### config.mk
export PLATFORM = sky130hd
export DESIGN_NAME = lrn_fifo
export DESIGN_NICKNAME = d
export VERILOG_FILES = /design/src/design/lrn_fifo.sv
export SDC_FILE = /design/constraint.sdc
export NUM_CORES = 1
export LEC_CHECK = 0
export BUFFER_PORTS_ARGS = -buffer_cell sky130_fd_sc_hd__buf_2
export CORE_UTILIZATION = 34
export DETAILED_ROUTE_END_ITERATION = 6
export RECOVER_POWER = 50
export SLEW_MARGIN = 0
export SYNTH_ARGS = -nofsm -noshare
export SYNTH_HDL_FRONTEND = slang
export SYNTH_SLANG_ARGS = --single-unit
### constraint.sdc
create_clock -name clk -period 2 [get_ports clk]
set_clock_uncertainty 0.05 [all_clocks]
set_input_delay 0.4 -clock clk [delete_from_list [all_inputs] [get_ports clk]]
set_output_delay 0.4 -clock clk [all_outputs]
set_load 0.02 [all_outputs]
### src/design/lrn_fifo.sv
// ----------------------------------------------------------------------------
// lrn_fifo: small register queue
// Parts the front from the back and the back from the result port.
// ----------------------------------------------------------------------------
module lrn_fifo #(
  parameter int WIDTH = 8,
  parameter int DEPTH = 2
) (
  input  logic             clk,
  input  logic             rst,
  input  logic             wr,
  input  logic [WIDTH-1:0] din,
  output logic             full,
  input  logic             rd,
  output logic [WIDTH-1:0] dout,
  output logic             empty
);
  localparam int PW = (DEPTH > 1) ? $clog2(DEPTH) : 1;
  localparam int CW = $clog2(DEPTH + 1);

  logic [WIDTH-1:0] mem [DEPTH];
  logic [PW-1:0]    wptr;
  logic [PW-1:0]    rptr;
  logic [CW-1:0]    count;
  logic             do_wr;
  logic             do_rd;

  assign full  = (count == CW'(DEPTH));
  assign empty = (count == '0);
  assign do_wr = wr && !full;
  assign do_rd = rd && !empty;
  assign dout  = mem[rptr];

  always_ff @(posedge clk) begin
    if (do_wr) begin
      mem[wptr] <= din;
    end
  end

  always_ff @(posedge clk) begin
    if (rst) begin
      wptr  <= '0;
      rptr  <= '0;
      count <= '0;
    end else begin
      if (do_wr) begin
        wptr <= (wptr == PW'(DEPTH - 1)) ? '0 : wptr + 1'b1;
      end
      if (do_rd) begin
        rptr <= (rptr == PW'(DEPTH - 1)) ? '0 : rptr + 1'b1;
      end
      count <= count + CW'(do_wr) - CW'(do_rd);
    end
  end
endmodule

==> results of run 1 <==
[cell type report]
type / count / area, um2
multi-input cells: 26 / 209.0
fillers: 222 / 1267
repair buffers: 21 / 100.1
clock buffers: 4 / 26.28
inverters: 4 / 15.01
well taps: 28 / 35.03
flip-flops and latches: 21 / 580.6
[worst paths after layout]
path / slack (ns) / endpoint / cells past startpoint / startpoint
hold / removal: 0.25 / mem[1][7] / 1 / din[7]
setup reg to reg: 0.39 / count[1] / 7 / count[1]
setup / recovery: 0.17 / dout[5] / 2 / flip-flop
hold reg to reg: 0.45 / wptr / 2 / wptr
[placed cells by master (no fill, tap or decap)]
master	synthesis	layout
edfxtp_1	16	16
xor2_1	1	1
nor3_1	1	1
clkbuf_1	0	5
o21a_2	1	1
mux2_2	3	3
nand2b_2	1	1
and2_1	1	1
xnor2_1	1	1
nand2_1	1	1
inv_1	3	4
or3_1	1	1
nor2b_1	1	1
nor2_1	4	4
a21oi_1	1	1
clkbuf_4	0	3
mux2_1	5	5
buf_2	1	17
ha_1	2	2
dfxtp_1	5	5
o21ai_0	1	1
and3_1	0	1
[per-stage QoR]
step	total power, mW	hold slack (ns)	utilization [%]	setup WS, ns
after global placement	1.044	0.4179	42.35	0.3783
after global routing	1.292	0.2241	43.25	0.07880
after detailed placement	1.048	0.4375	42.35	0.3472
final	1.213	0.2479	43.25	0.1733
after CTS	1.238	0.2355	43.53	0.1276
after floorplan	0.9268	0.4015	-	0.4719
[cell usage after synthesis, types with 2 or more instances]
master	instances	area [um2]
edfxtp_1	16	480.5
dfxtp_1	5	100.1
mux2_1	5	56.30
nor2_1	4	15.01
inv_1	3	11.26
mux2_2	3	33.78
ha_1	2	25.02
[sequential cells by signal, indices dropped and copies added (netlist names), named ones only]
name   cells
rptr       1
mem       16
wptr       1
count      2
[cells by family (layout without fill, tap and decap cells)]
kind of cell,Yosys count,count (layout),synth area share [%]
XOR/XNOR,2,2,2.161
AO/OA/AOI/OAI,3,3,2.314
AND/OR/NAND/NOR,11,11,7.254
buffers and inverters,5,29,2.468
adder cells (fa/ha/maj),2,2,3.086
multiplexers,8,8,11.11
flip-flops,21,21,71.61
[power by group through the flow]
stage	clock network [mW]	logic (mW)	registers [mW]
after global placement	0	0.411	0.633
after floorplan	0	0.327	0.600
after CTS	0.197	0.416	0.625
after global routing	0.217	0.443	0.632
final	0.187	0.403	0.622
after detailed placement	0	0.413	0.634
[worst register-to-register path: cells and delay by family, from the launching register on]
kind / cells / cell delay (ns)
AO/OA/AOI/OAI: 1 / 0.24
AND/OR/NAND/NOR: 2 / 0.26
adder cells (fa/ha/maj): 2 / 0.44
XOR/XNOR: 1 / 0.14
buffers and inverters: 1 / 0.04
flip-flops: 1 / 0.37
[per-layer routing]
| layer | global-route usage (%) | part of all wire, % |
|---|---|---|
| met4 | 4.167 | 0 |
| met1 | 12.12 | 48 |
| met3 | 2.976 | 5.7 |
| met2 | 14.89 | 46 |
| met5 | 0 | 0 |
==> summary.txt, run 1 <==
CTS
  – Clk buf depth: 2
  – CTS buffer count: 3
  – CTS tree: yes
  – Worst-path clk slew: 0.10 ns
  – Post-cts sizing count: 0
  – Clk_lat worst skew: 0.28 ns
  – Clk Tree Root Cell: clkbuf_4
  – Clock sinks: 21
  – CTS Hold Bufs: 0
  – Postcts setup bufs: 0
  – H-Tree Depth: 1

Yosys
  – Register area share after synthesis: 71.60%
  – Distinct cells, synth: 21
  – Mapped Avg Cell Area: 15.59 um2
  – Syn Nets: 66
  – Yosys warns: 0
  – EDFF count, synth: 16
  – Cell Area, Synth: 810.8 um2
  – Predominant post-synthesis flop cell: edfxtp_1
  – FFs w/ async S/R, synth: 0%
  – Cells after Synth: 52
  – Synth Register Bits: 21

Timing
  – Final Hold Vio Count: 0
  – Worst Tran Pin Value: 0.3825 ns
  – RSZ-0062 raised after global routing: no
  – Setup-failing EPs final: 0
  – Fin Setup TNS: 0 ns
  – Max Fclk: 547.4 MHz
  – Final worst path period need: 1.827 ns
  – Period utilization: 91.33%
  – Slew HR: 74.50%
  – Pins Over Slew Limit: 0

Power and ir drop
  – VDD IR-drop max: 589.2 uV
  – Sequential power share: 51.3%
  – Pleak: 0.3943 nW
  – P per Cell Area: 1255 nW/um2
  – NetSw: 0.3975 mW
  – Switching Fraction: 32.78%
  – Pint: 0.8150 mW
  – Gate power share: 33.3%
  – Clk pwr share: 15.4%

Setup path
  – Crit-path max FO: 8
  – Arrival @ worst endpoint: 1.38 ns
  – Slowest-stage cell, CP: dfxtp_1
  – Type of destination of the critical path: output port
  – Critical Path Source Type: flip-flop
  – Top delay family on crit path: flip-flops
  – CP Buf/Inv Count: 1
  – CP max stage delay: 0.56 ns
  – WS Path Type: flip-flop to output port
  – Worst EP required: 1.55 ns
  – CP cell instances: mux2_2 > buf_2

Route
  – Vias per std cell: 4.365
  – Final wirelength: 1.076 mm
  – Via Count: 454
  – DRT iter0 DRCs: 11
  – Routed WL per cell: 10.35 um
  – DRC errors left: 0
  – DR pass1 iterations: 4
  – Antenna Nets Post-Route: 0

Place
  – Placer Congestion: 0.6479
  – Post-detail-place hpwl: 812.7 um
  – Placed cell count: 100
  – I/O Buffers: 21
  – Post-DP Area: 945.9 um2

Final layout
  – Antenna cells: 0
  – Layout Nets: 91
  – Area Growth Syn to Fin: 19.14%
  – Post-Layout Inst Area: 965.9 um2
  – Layout Cells excl Fill: 104
  – Layout cells sized above 1: 32.89%

Floorplanning
  – Height of the die: 50.83 um
  – I/O Pins: 22
  – Core ar.: 2233 um2
  – Die Width: 50.83 um
  – Die area: 2584 um2
  – Initial core utilization: 36.30%
  – Cell row count: 17

Global routing
  – First-pass GRT wire length: 1.738 mm
  – Number of global-route vias before repair: 397
  – GRT overflow: 0
  – Initial antenna violation count: 0
  – Gr usage total: 9.527%
  – Largest net degree at the start of global routing: 12

Hold path
  – Hold Crit Class: primary input to flip-flop

Outcome
  – Status: complete, no violations

Run
  – Max-cap violations: 0
No activity file was read; power rests on OpenSTA's default activity.
==> run 2, diff against run 1 <==
- MAX_ROUTING_LAYER: default -> met4
==> run 2 against run 1 <==
Compared with the run above: sequential power about the same; cell count unchanged; fmax about the same; worst hold slack about the same; sequential share of layout area unchanged; register-to-register slack about the same; critical path depth unchanged; highest routed layer unchanged.
==> summary.txt, run 2 (same netlist as run 1, synthesis figures left out) <==
Route
  – Routed WL per cell: 10.41 um
  – Final wirelength: 1.083 mm
  – Via Count: 455
  – DR pass1 iterations: 4
  – DRC errors left: 0
  – Vias per std cell: 4.375
  – DRT iter0 DRCs: 11
  – Antenna Nets Post-Route: 0

Setup path
  – Worst EP required: 1.55 ns
  – WS Path Type: flip-flop to output port
  – Crit-path max FO: 8
  – Arrival @ worst endpoint: 1.38 ns
  – Critical Path Source Type: flip-flop
  – Type of destination of the critical path: output port

Floorplanning
  – Die area: 2584 um2
  – Initial core utilization: 36.30%
  – I/O Pins: 22
  – Core ar.: 2233 um2
  – Cell row count: 17
  – Die Width: 50.83 um
  – Height of the die: 50.83 um

CTS
  – H-Tree Depth: 1
  – Post-cts sizing count: 0
  – CTS tree: yes
  – Clk Tree Root Cell: clkbuf_4
  – Clk buf depth: 2
  – Postcts setup bufs: 0
  – CTS Hold Bufs: 0
  – Worst-path clk slew: 0.10 ns
  – Clk_lat worst skew: 0.28 ns
  – CTS buffer count: 3
  – Clock sinks: 21

Timing
  – Final worst path period need: 1.828 ns
  – Final Hold Vio Count: 0
  – Worst Tran Pin Value: 0.3800 ns
  – Period utilization: 91.38%
  – Setup-failing EPs final: 0
  – RSZ-0062 raised after global routing: no
  – Fin Setup TNS: 0 ns
  – Slew HR: 74.67%
  – Max Fclk: 547.2 MHz
  – Pins Over Slew Limit: 0

Global routing
  – Largest net degree at the start of global routing: 12
  – Gr usage total: 9.790%
  – Number of global-route vias before repair: 396
  – Initial antenna violation count: 0
  – First-pass GRT wire length: 1.738 mm
  – GRT overflow: 0

Final layout
  – Layout cells sized above 1: 32.89%
  – Layout Nets: 91
  – Largest regs: mem (16), count (2)
  – Area Growth Syn to Fin: 19.14%
  – Most frequent cells in the layout: buf_2, edfxtp_1, mux2_1, dfxtp_1, clkbuf_1
  – Commonest non-fill, non-tap cell in the layout: buf_2
  – Max FFs per register: 16
  – Post-Layout Inst Area: 965.9 um2
  – Largest Register: mem
  – Antenna cells: 0

Power and ir drop
  – P per Cell Area: 1256 nW/um2
  – VDD IR-drop max: 589.6 uV
  – Pleak: 0.3943 nW

Place
  – Post-detail-place hpwl: 812.7 um
  – Placer Congestion: 0.6536
  – Post-DP Area: 945.9 um2
  – I/O Buffers: 21

Run
  – Max-cap violations: 0

Outcome
  – Status: complete, no violations

Hold path
  – Hold Crit Class: primary input to flip-flop
## run 2: cell counts in the layout (fill, tap and decap cells not counted)
Identical to the previous run, type by type.
## run 2: critical path, cell delays in order, from the launching register on
cell and delay [ns]:
dfxtp_1 0.56, mux2_2 0.37, buf_2 0.16
## run 2: final cells by class
class	instances	area, um2
multi-input combinational	26	209.0
fill	222	1267
tap	28	35.03
inverter	4	15.01
clock buffer	4	26.28
sequential	21	580.6
timing repair buffer	21	100.1
## run 2: path summary, 6_finish.rpt
path	startpoint	end	slack [ns]	cells past startpoint
setup reg to reg	count[1]	count[1]	0.39	7
hold reg to reg	wptr	wptr	0.45	2
hold / removal	din[7]	mem[1][7]	0.25	1
setup / recovery	flip-flop	dout[5]	0.17	2
## run 2: stage by stage
step                worst slack [ns]  util, %  power (mW)  cells  hold WS, ns
floorplan                     0.4719        -      0.9268     52       0.4015
global placement              0.3783    42.35       1.044    100       0.4179
detailed placement            0.3472    42.35       1.048    100       0.4375
CTS                           0.1276    43.53       1.238    104       0.2355
global route                 0.07879    43.25       1.292    104       0.2241
finish                        0.1724    43.25       1.213    104       0.2480
## run 2: per-layer routing
layer / vias up / part of all wire, % / GRT usage (%) / routed length (um)
met4: 0 / 0 / 4.167 / 0
met3: 0 / 6.3 / 2.976 / 68
met5: - / 0 / - / 0
met1: 207 / 47 / 12.12 / 514
met2: 14 / 46 / 14.89 / 500
li1: 234 / - / - / -
## run 2: report_power, final
| group | internal [mW] | switching [mW] |
|---|---|---|
| Sequential | 0.564 | 0.0585 |
| Combinational | 0.174 | 0.230 |
| Clock | 0.0773 | 0.110 |
| Total | 0.815 | 0.398 |
