$ cat src/design/lrn_pkg.sv
// ----------------------------------------------------------------------------
// lrn_pkg: shared types and constants for the cross-channel LRN core
// Item formats, configuration record, job record and the exp2 root table.
// ----------------------------------------------------------------------------
package lrn_pkg;

  localparam int DATA_W   = 16;   // sample / normalized, Q8.8
  localparam int SQ_W     = 32;   // square of a sample, Q16.16
  localparam int SUM_W    = 36;   // running window sum
  localparam int ALPHA_W  = 32;
  localparam int BETA_W   = 16;
  localparam int WSIZE_W  = 5;
  localparam int CFG_IDX_W = 2;
  localparam int CFG_DATA_W = 32;
  localparam int NROOT    = 16;   // fraction bits of the exponent

  // register indexes
  localparam logic [CFG_IDX_W-1:0] CFG_ALPHA = 2'd0;
  localparam logic [CFG_IDX_W-1:0] CFG_BETA  = 2'd1;
  localparam logic [CFG_IDX_W-1:0] CFG_WSIZE = 2'd2;

  localparam logic [ALPHA_W-1:0] ALPHA_RST = 32'd858993;
  localparam logic [BETA_W-1:0]  BETA_RST  = 16'd12288;
  localparam logic [WSIZE_W-1:0] WSIZE_RST = 5'd5;

  typedef struct packed {
    logic signed [DATA_W-1:0] sample;
    logic                     last_channel;
  } in_item_t;

  typedef struct packed {
    logic signed [DATA_W-1:0] normalized;
    logic                     last_of_pixel;
  } out_item_t;

  typedef struct packed {
    logic [ALPHA_W-1:0] alpha_div_size;
    logic [BETA_W-1:0]  beta_exponent;
    logic [WSIZE_W-1:0] window_size;
  } lrn_cfg_t;

  // one output to compute: the centre sample and the window sum seen by it
  typedef struct packed {
    logic signed [DATA_W-1:0] sample;
    logic [SUM_W-1:0]         sum;
    logic                     last;
  } job_t;

  typedef logic [NROOT-1:0][31:0] root_arr_t;

  function automatic logic [31:0] isqrt64(input logic [63:0] a);
    logic [63:0] v;
    logic [63:0] rr;
    logic [63:0] b;
    v  = a;
    rr = '0;
    b  = 64'h4000_0000_0000_0000;
    for (int i = 0; i < 32; i++) begin
      if (v >= rr + b) begin
        v  = v - (rr + b);
        rr = (rr >> 1) + b;
      end else begin
        rr = rr >> 1;
      end
      b = b >> 2;
    end
    return rr[31:0];
  endfunction

  // r[k] = 2^32 * 2^-(2^-(k+1)), each the integer root of the one before
  function automatic root_arr_t build_roots();
    root_arr_t r;
    r[0] = isqrt64(64'h8000_0000_0000_0000);
    for (int k = 1; k < NROOT; k++) begin
      r[k] = isqrt64({r[k-1], 32'h0});
    end
    return r;
  endfunction

endpackage

$ cat src/design/lrn_front.sv
// ----------------------------------------------------------------------------
// lrn_front: delay lines, running sum of squares and output scheduling
// Takes one channel per item, issues one job per output to the back.
// ----------------------------------------------------------------------------
module lrn_front #(
  parameter int MAX_WINDOW = 16
) (
  input  logic              clk,
  input  logic              rst,
  input  logic              push,
  input  lrn_pkg::in_item_t item,
  output logic              full,
  input  lrn_pkg::lrn_cfg_t cfg,
  output logic              job_push,
  output lrn_pkg::job_t     job,
  input  logic              job_full
);
  localparam int IDX_W = (MAX_WINDOW > 1) ? $clog2(MAX_WINDOW) : 1;
  localparam int MAXR  = MAX_WINDOW / 2 + 1;
  localparam int NW    = $clog2(MAXR + 1);
  localparam logic F_IDLE = 1'b0;
  localparam logic F_EMIT = 1'b1;

  logic                              state;
  logic signed [lrn_pkg::DATA_W-1:0] sdel [MAX_WINDOW];
  logic [lrn_pkg::SQ_W-1:0]          qdel [MAX_WINDOW];
  logic [lrn_pkg::SUM_W-1:0]         sum;
  logic [15:0]                       rcv;
  logic [15:0]                       emt;
  logic                              last_r;
  logic [NW-1:0]                     n_cnt;

  logic [7:0]                  wsz8;
  logic [7:0]                  ws_eff;
  logic [7:0]                  pre;
  logic [7:0]                  post;
  logic [lrn_pkg::DATA_W-1:0]  x_mag;
  logic [lrn_pkg::SQ_W-1:0]    sq;
  logic [15:0]                 pending;
  logic [15:0]                 pos;
  logic [16:0]                 old;
  logic [lrn_pkg::SQ_W-1:0]    sub;
  logic [lrn_pkg::SUM_W-1:0]   sum_sub;
  logic                        emit_ok;
  logic                        emit_go;
  logic                        accept;
  logic                        clear_all;

  // effective window: 0 acts as 1, large values clamp
  always_comb begin
    wsz8 = 8'(cfg.window_size);
    if (wsz8 == 8'd0) begin
      ws_eff = 8'd1;
    end else if (wsz8 > 8'(MAX_WINDOW)) begin
      ws_eff = 8'(MAX_WINDOW);
    end else begin
      ws_eff = wsz8;
    end
    pre  = (ws_eff - 8'd1) >> 1;
    post = ws_eff - 8'd1 - pre;
  end

  assign x_mag = item.sample[lrn_pkg::DATA_W-1] ? lrn_pkg::DATA_W'(-item.sample)
                                                : lrn_pkg::DATA_W'(item.sample);
  assign sq    = x_mag * x_mag;

  assign pending = rcv - emt;
  assign pos     = pending - 16'd1;
  assign old     = 17'(pos) + 17'(pre);
  assign sub     = (old < 17'(MAX_WINDOW)) ? qdel[old[IDX_W-1:0]] : '0;
  assign sum_sub = (sum >= lrn_pkg::SUM_W'(sub)) ? sum - lrn_pkg::SUM_W'(sub) : '0;

  assign emit_ok = (pending != 16'd0) && (n_cnt < NW'(MAXR))
                && (last_r || (pending > 16'(post)));
  assign emit_go   = (state == F_EMIT) && emit_ok && !job_full;
  assign accept    = (state == F_IDLE) && push;
  assign clear_all = rst || ((state == F_EMIT) && !emit_ok && last_r);
  assign full      = (state != F_IDLE);
  assign job_push  = emit_go;

  always_comb begin
    job.sample = (pos < 16'(MAX_WINDOW)) ? sdel[pos[IDX_W-1:0]] : '0;
    job.sum    = sum;
    job.last   = last_r && (pending == 16'd1);
  end

  always_ff @(posedge clk) begin
    if (clear_all) begin
      for (int i = 0; i < MAX_WINDOW; i++) begin
        sdel[i] <= '0;
        qdel[i] <= '0;
      end
      sum <= '0;
      rcv <= '0;
      emt <= '0;
    end else if (accept) begin
      sdel[0] <= item.sample;
      qdel[0] <= sq;
      for (int i = 1; i < MAX_WINDOW; i++) begin
        sdel[i] <= sdel[i-1];
        qdel[i] <= qdel[i-1];
      end
      sum <= sum + lrn_pkg::SUM_W'(sq);
      rcv <= rcv + 16'd1;
    end else if (emit_go) begin
      sum <= sum_sub;
      emt <= emt + 16'd1;
    end
  end

  always_ff @(posedge clk) begin
    if (rst) begin
      state  <= F_IDLE;
      last_r <= 1'b0;
      n_cnt  <= '0;
    end else begin
      unique case (state)
        F_IDLE: begin
          if (push) begin
            last_r <= item.last_channel;
            n_cnt  <= '0;
            state  <= F_EMIT;
          end
        end
        F_EMIT: begin
          if (emit_ok) begin
            if (!job_full) begin
              n_cnt <= n_cnt + 1'b1;
              if (!last_r) begin
                state <= F_IDLE;
              end
            end
          end else begin
            state <= F_IDLE;
          end
        end
        default: state <= F_IDLE;
      endcase
    end
  end
endmodule

$ cat config.mk
export PLATFORM = sky130hd
export DESIGN_NAME = lrn_front
export DESIGN_NICKNAME = d
export VERILOG_FILES = /design/src/design/lrn_pkg.sv /design/src/design/lrn_front.sv
export SDC_FILE = /design/constraint.sdc
export NUM_CORES = 2
export LEC_CHECK = 0
export ABC_CLOCK_PERIOD_IN_PS = 34200
export BUFFER_PORTS_ARGS = -buffer_cell sky130_fd_sc_hd__buf_4
export CAP_MARGIN = 15
export CORE_ASPECT_RATIO = 1.1
export CORE_UTILIZATION = 50
export DETAILED_ROUTE_END_ITERATION = 10
export PLACE_DENSITY_LB_ADDON = 0.1
export SYNTH_ARGS = -nofsm -noshare
export SYNTH_HDL_FRONTEND = slang
export SYNTH_SLANG_ARGS = --single-unit
export TNS_END_PERCENT = 1
$ cat constraint.sdc
create_clock -name clk -period 34.2 [get_ports clk]
set_input_delay 6.84 -clock clk [delete_from_list [all_inputs] [get_ports clk]]
set_output_delay 6.84 -clock clk [all_outputs]
set_load 0.02 [all_outputs]
==> results.rst <==
.. list-table::
   :header-rows: 1

   * - Metric
     - Value
   * - Number of post-CTS setup repair buffers
     - 0
   * - Tmin final
     - between 15 and 20 ns
   * - Status
     - finished, final reports clean
   * - Data required time at the worst endpoint
     - between 20 and 30 ns
   * - Area occupied by registers
     - 0.0236 mm^2
   * - Post-Route Setup TNS
     - 0 ns
   * - Slew of the pin with the lowest slew margin
     - ~1.1 ns
   * - Via count of the first global-routing pass
     - approximately 30000
   * - Initial Utilization
     - roughly 50%
   * - Gr usage total
     - 22.6%
   * - Max frequency
     - 0.0552 GHz
   * - # Max-Cap Violations
     - 0
   * - Latest clock arrival within the worst-skew pair
     - 0.68 ns
   * - Clock tree from TritonCTS
     - built
   * - Fill count
     - between 8000 and 9000
   * - Count of buffers inserted at the top-level ports
     - 80
   * - Top cell type by total area after synthesis
     - sky130_fd_sc_hd__edfxtp_1
   * - FP Rows
     - 120
   * - # hold bufs at CTS
     - 0
   * - Number of cells after detailed placement
     - about 5200
   * - Clk_skew
     - 0.0278 ns
   * - Fraction of layout cells with a size suffix above 1
     - around 13%
   * - Top post-synthesis cells by area
     - sky130_fd_sc_hd__edfxtp_1 (45%), sky130_fd_sc_hd__and2_1 (9.6%), sky130_fd_sc_hd__mux4_2 (9.4%), sky130_fd_sc_hd__fa_1 (6.8%), sky130_fd_sc_hd__ha_1 (5.3%)
   * - Hpwl dp
     - 73100 um
   * - Antenna violations before repair
     - 3
   * - I/O pin count
     - ~130
   * - Number of vias in the routed layout
     - between 30000 and 40000
   * - Final std cells w/o fill
     - approximately 5400
   * - Largest delay share family, worst path
     - compound AO/OA/AOI/OAI gates
   * - Number of sinks driven by the clock tree
     - just over 800
   * - Share of the core filled with cells
     - 55.2%
   * - Most used DFF post-synth
     - sky130_fd_sc_hd__edfxtp_1
   * - Final-report max-slew violation count
     - 0
   * - Average cell area after synthesis
     - roughly 12 um^2
   * - Worst hold slack
     - slightly below 0.5 ns
   * - Combined area of the multi-input logic cells
     - ~0.024 mm^2
   * - Most used cells in the layout excluding fill and tap cells
     - sky130_fd_sc_hd__and2_1 (755), sky130_fd_sc_hd__edfxtp_1 (736), sky130_fd_sc_hd__inv_1 (281), sky130_fd_sc_hd__mux4_2 (204), sky130_fd_sc_hd__ha_1 (203)
   * - Total count of hold-check failures in the final report
     - 0
   * - Total die area
     - 0.0994 mm^2
   * - Largest net degree at the start of global routing
     - 293
   * - Buf+Inv Stages, Crit Path
     - 5
   * - TritonRoute pass-1 iters
     - 6
   * - Width of the die
     - approximately 300 um
   * - Share of the synthesized area in the top cell type
     - 45.0%
   * - Grt ovf
     - 0
   * - Class of the tightest hold or removal check
     - reg2reg
   * - Area added between synthesis and finish
     - 9.52%
   * - Antenna Nets Post-Route
     - 0
   * - Post-route clock period utilization
     - a little over half
   * - Number of buffers on the longest clock path
     - 3
   * - Relative max-transition margin
     - between 20% and 30%
   * - Delay of the slowest critical-path stage
     - between 0.5 and 0.6 ns
   * - Final estimated routing congestion in global placement
     - 0.861
   * - Worst setup EP type
     - primary output
   * - Worst setup path class
     - in2out
   * - Clock-pin transition on the worst setup and hold timing paths
     - approximately 0.060 ns
   * - Synth Register Bits
     - 810
   * - Final count of negative-setup-slack endpoints
     - 0
   * - Wire length per cell after detailed routing
     - 20.5 um
   * - Post-synthesis cell type count
     - 90
   * - Critical-path top delay cell
     - sky130_fd_sc_hd__a2111oi_0
   * - Post-synthesis cell count
     - between 3000 and 4000
   * - Setup repair after global routing missed its margin
     - false
   * - Critical-path maximum fanout
     - 4
   * - Die span in y
     - 331 um
   * - Most common cell after layout, fill and taps aside
     - sky130_fd_sc_hd__and2_1
   * - Clock root buffer
     - sky130_fd_sc_hd__clkbuf_16
   * - Part of the Yosys area used for sequential elements
     - roughly half
   * - Area inside the core boundary
     - 0.0973 mm^2
   * - Gates resized, CTS repair
     - 0
   * - Number of buffers inserted during clock tree synthesis
     - 89
   * - CP Cell Sequence
     - buf_4 -> nor3_1 -> nor2_1 -> nor2_1 -> inv_1 -> ha_1 -> xnor2_1 -> inv_1 -> ha_1 -> a21oi_1 -> o21ai_0 -> a21oi_1 -> o21bai_1 -> a21o_1 -> a21o_1 -> ha_1 -> nand3_1 -> a211oi_1 -> a2111oi_0 -> o31ai_2 -> o31ai_4 -> inv_1 -> buf_4
   * - Post-synthesis async set-or-reset flop share
     - 0%
   * - Flop-to-flop setup slack
     - ~25 ns
   * - Element type at the critical path start
     - input port
   * - Global-route wire length before repair
     - roughly 170000 um
   * - Cell area after synthesis
     - ~0.05 mm^2
   * - Number of synthesized flops with an enable pin
     - between 700 and 800
   * - Diodes inserted
     - 0
   * - Iteration-0 DRC Markers
     - 2086
   * - CP arrival
     - about 11 ns
   * - Synth warnings
     - 0
   * - WL final
     - between 100000 and 150000 um
   * - Total Nets Final
     - 4453
   * - H-tree levels
     - 3
   * - Remaining routing DRC violations
     - 0
   * - Via count normalized by instance count
     - between 5 and 6
==> routing by layer <==
layer / vias up / wire [um] / GRT usage [%]
met3: 146 / 6470 / 3.80
li1: 14200 / - / -
met4: 2 / 3190 / 7.47
met5: - / 13 / 0
met2: 698 / 49300 / 34.3
met1: 15400 / 50800 / 33.0
==> per-stage QoR <==
stage / setup slack, ns / instance area [um^2]
after floorplan: 6.70 / 49100
after global placement: 16.07 / 50900
after CTS: 16.09 / 53800
final: 16.07 / 53800
after detailed placement: 16.11 / 50900
after global routing: 15.63 / 53800
==> worst min-delay path: stages, from the launching register on <==
cell and delay, ns:
sky130_fd_sc_hd__dfxtp_1 0.32, sky130_fd_sc_hd__nand2_1 0.05, sky130_fd_sc_hd__o21ai_0 0.06
==> cells by family after synthesis <==
| group | Yosys count | share of synthesized area [%] |
|---|---|---|
| other | 2 | 0.0153 |
| AO/OA/AOI/OAI | 499 | 6.87 |
| buffers and inverters | 498 | 4.33 |
| XOR/XNOR | 147 | 2.64 |
| AND/OR/NAND/NOR | 1414 | 16.0 |
| flip-flops | 810 | 48.1 |
| adder cells (fa/ha/maj) | 373 | 12.1 |
| multiplexers | 238 | 10.1 |
==> cell type report <==
type                            count  share of cell area [%]
Clock buffer                      106                    4.26
Clock inverter                     57                    1.12
Inverter                          291                    2.03
Multi-Input combinational cell   2689                    43.9
Sequential cell                   810                    43.9
Tap cell                         1281                    2.98
Timing Repair Buffer              125                    1.82
==> registers in the layout, indices dropped and copies added, names as in the netlist <==
name and flops:
sum 36, sdel 241, qdel 495, full 1
rcv 16, last_r 1, n_cnt 4, emt 16
==> cell usage after synthesis, types with 9 or more instances <==
| cell | count |
|---|---|
| sky130_fd_sc_hd__mux4_2 | 204 |
| sky130_fd_sc_hd__fa_1 | 167 |
| sky130_fd_sc_hd__o211ai_1 | 9 |
| sky130_fd_sc_hd__o31ai_1 | 9 |
| sky130_fd_sc_hd__nor4_1 | 12 |
| sky130_fd_sc_hd__nand2_1 | 194 |
| sky130_fd_sc_hd__o21ai_0 | 87 |
| sky130_fd_sc_hd__nor2_1 | 195 |
| sky130_fd_sc_hd__nor2b_1 | 49 |
| sky130_fd_sc_hd__ha_1 | 206 |
| sky130_fd_sc_hd__buf_2 | 18 |
| sky130_fd_sc_hd__a21oi_1 | 133 |
| sky130_fd_sc_hd__inv_1 | 281 |
| sky130_fd_sc_hd__nand3_1 | 50 |
| sky130_fd_sc_hd__buf_1 | 20 |
| sky130_fd_sc_hd__mux2i_1 | 32 |
| sky130_fd_sc_hd__and3_1 | 17 |
| sky130_fd_sc_hd__clkinv_1 | 9 |
| sky130_fd_sc_hd__nor3_1 | 58 |
| sky130_fd_sc_hd__o21a_1 | 29 |
| sky130_fd_sc_hd__dfxtp_1 | 74 |
| sky130_fd_sc_hd__a211oi_1 | 52 |
| sky130_fd_sc_hd__or3_1 | 11 |
| sky130_fd_sc_hd__o31a_1 | 9 |
| sky130_fd_sc_hd__clkbuf_1 | 133 |
| sky130_fd_sc_hd__nand4_1 | 21 |
| sky130_fd_sc_hd__nand2b_1 | 13 |
| sky130_fd_sc_hd__and2_1 | 755 |
| sky130_fd_sc_hd__buf_6 | 27 |
| sky130_fd_sc_hd__xnor2_1 | 91 |
| sky130_fd_sc_hd__edfxtp_1 | 736 |
| sky130_fd_sc_hd__a221oi_1 | 20 |
| sky130_fd_sc_hd__xor2_1 | 55 |
| sky130_fd_sc_hd__a31oi_1 | 18 |
| sky130_fd_sc_hd__a21o_1 | 43 |
==> worst paths after layout <==
kind	startpoint	endpoint	cells after the start
max reg2reg	rcv[0]$_SDFFE_PP0P_	sum[20]$_SDFFE_PP0P_	24
min	emt[14]$_SDFFE_PP0P_	emt[14]$_SDFFE_PP0P_	2
min reg2reg	emt[14]$_SDFFE_PP0P_	emt[14]$_SDFFE_PP0P_	2
max	cfg[2]	job_push	23
Power is left out: the tool's default activity adds up to more than one toggle a clock period on the data nets, which glitch-free logic cannot reach.
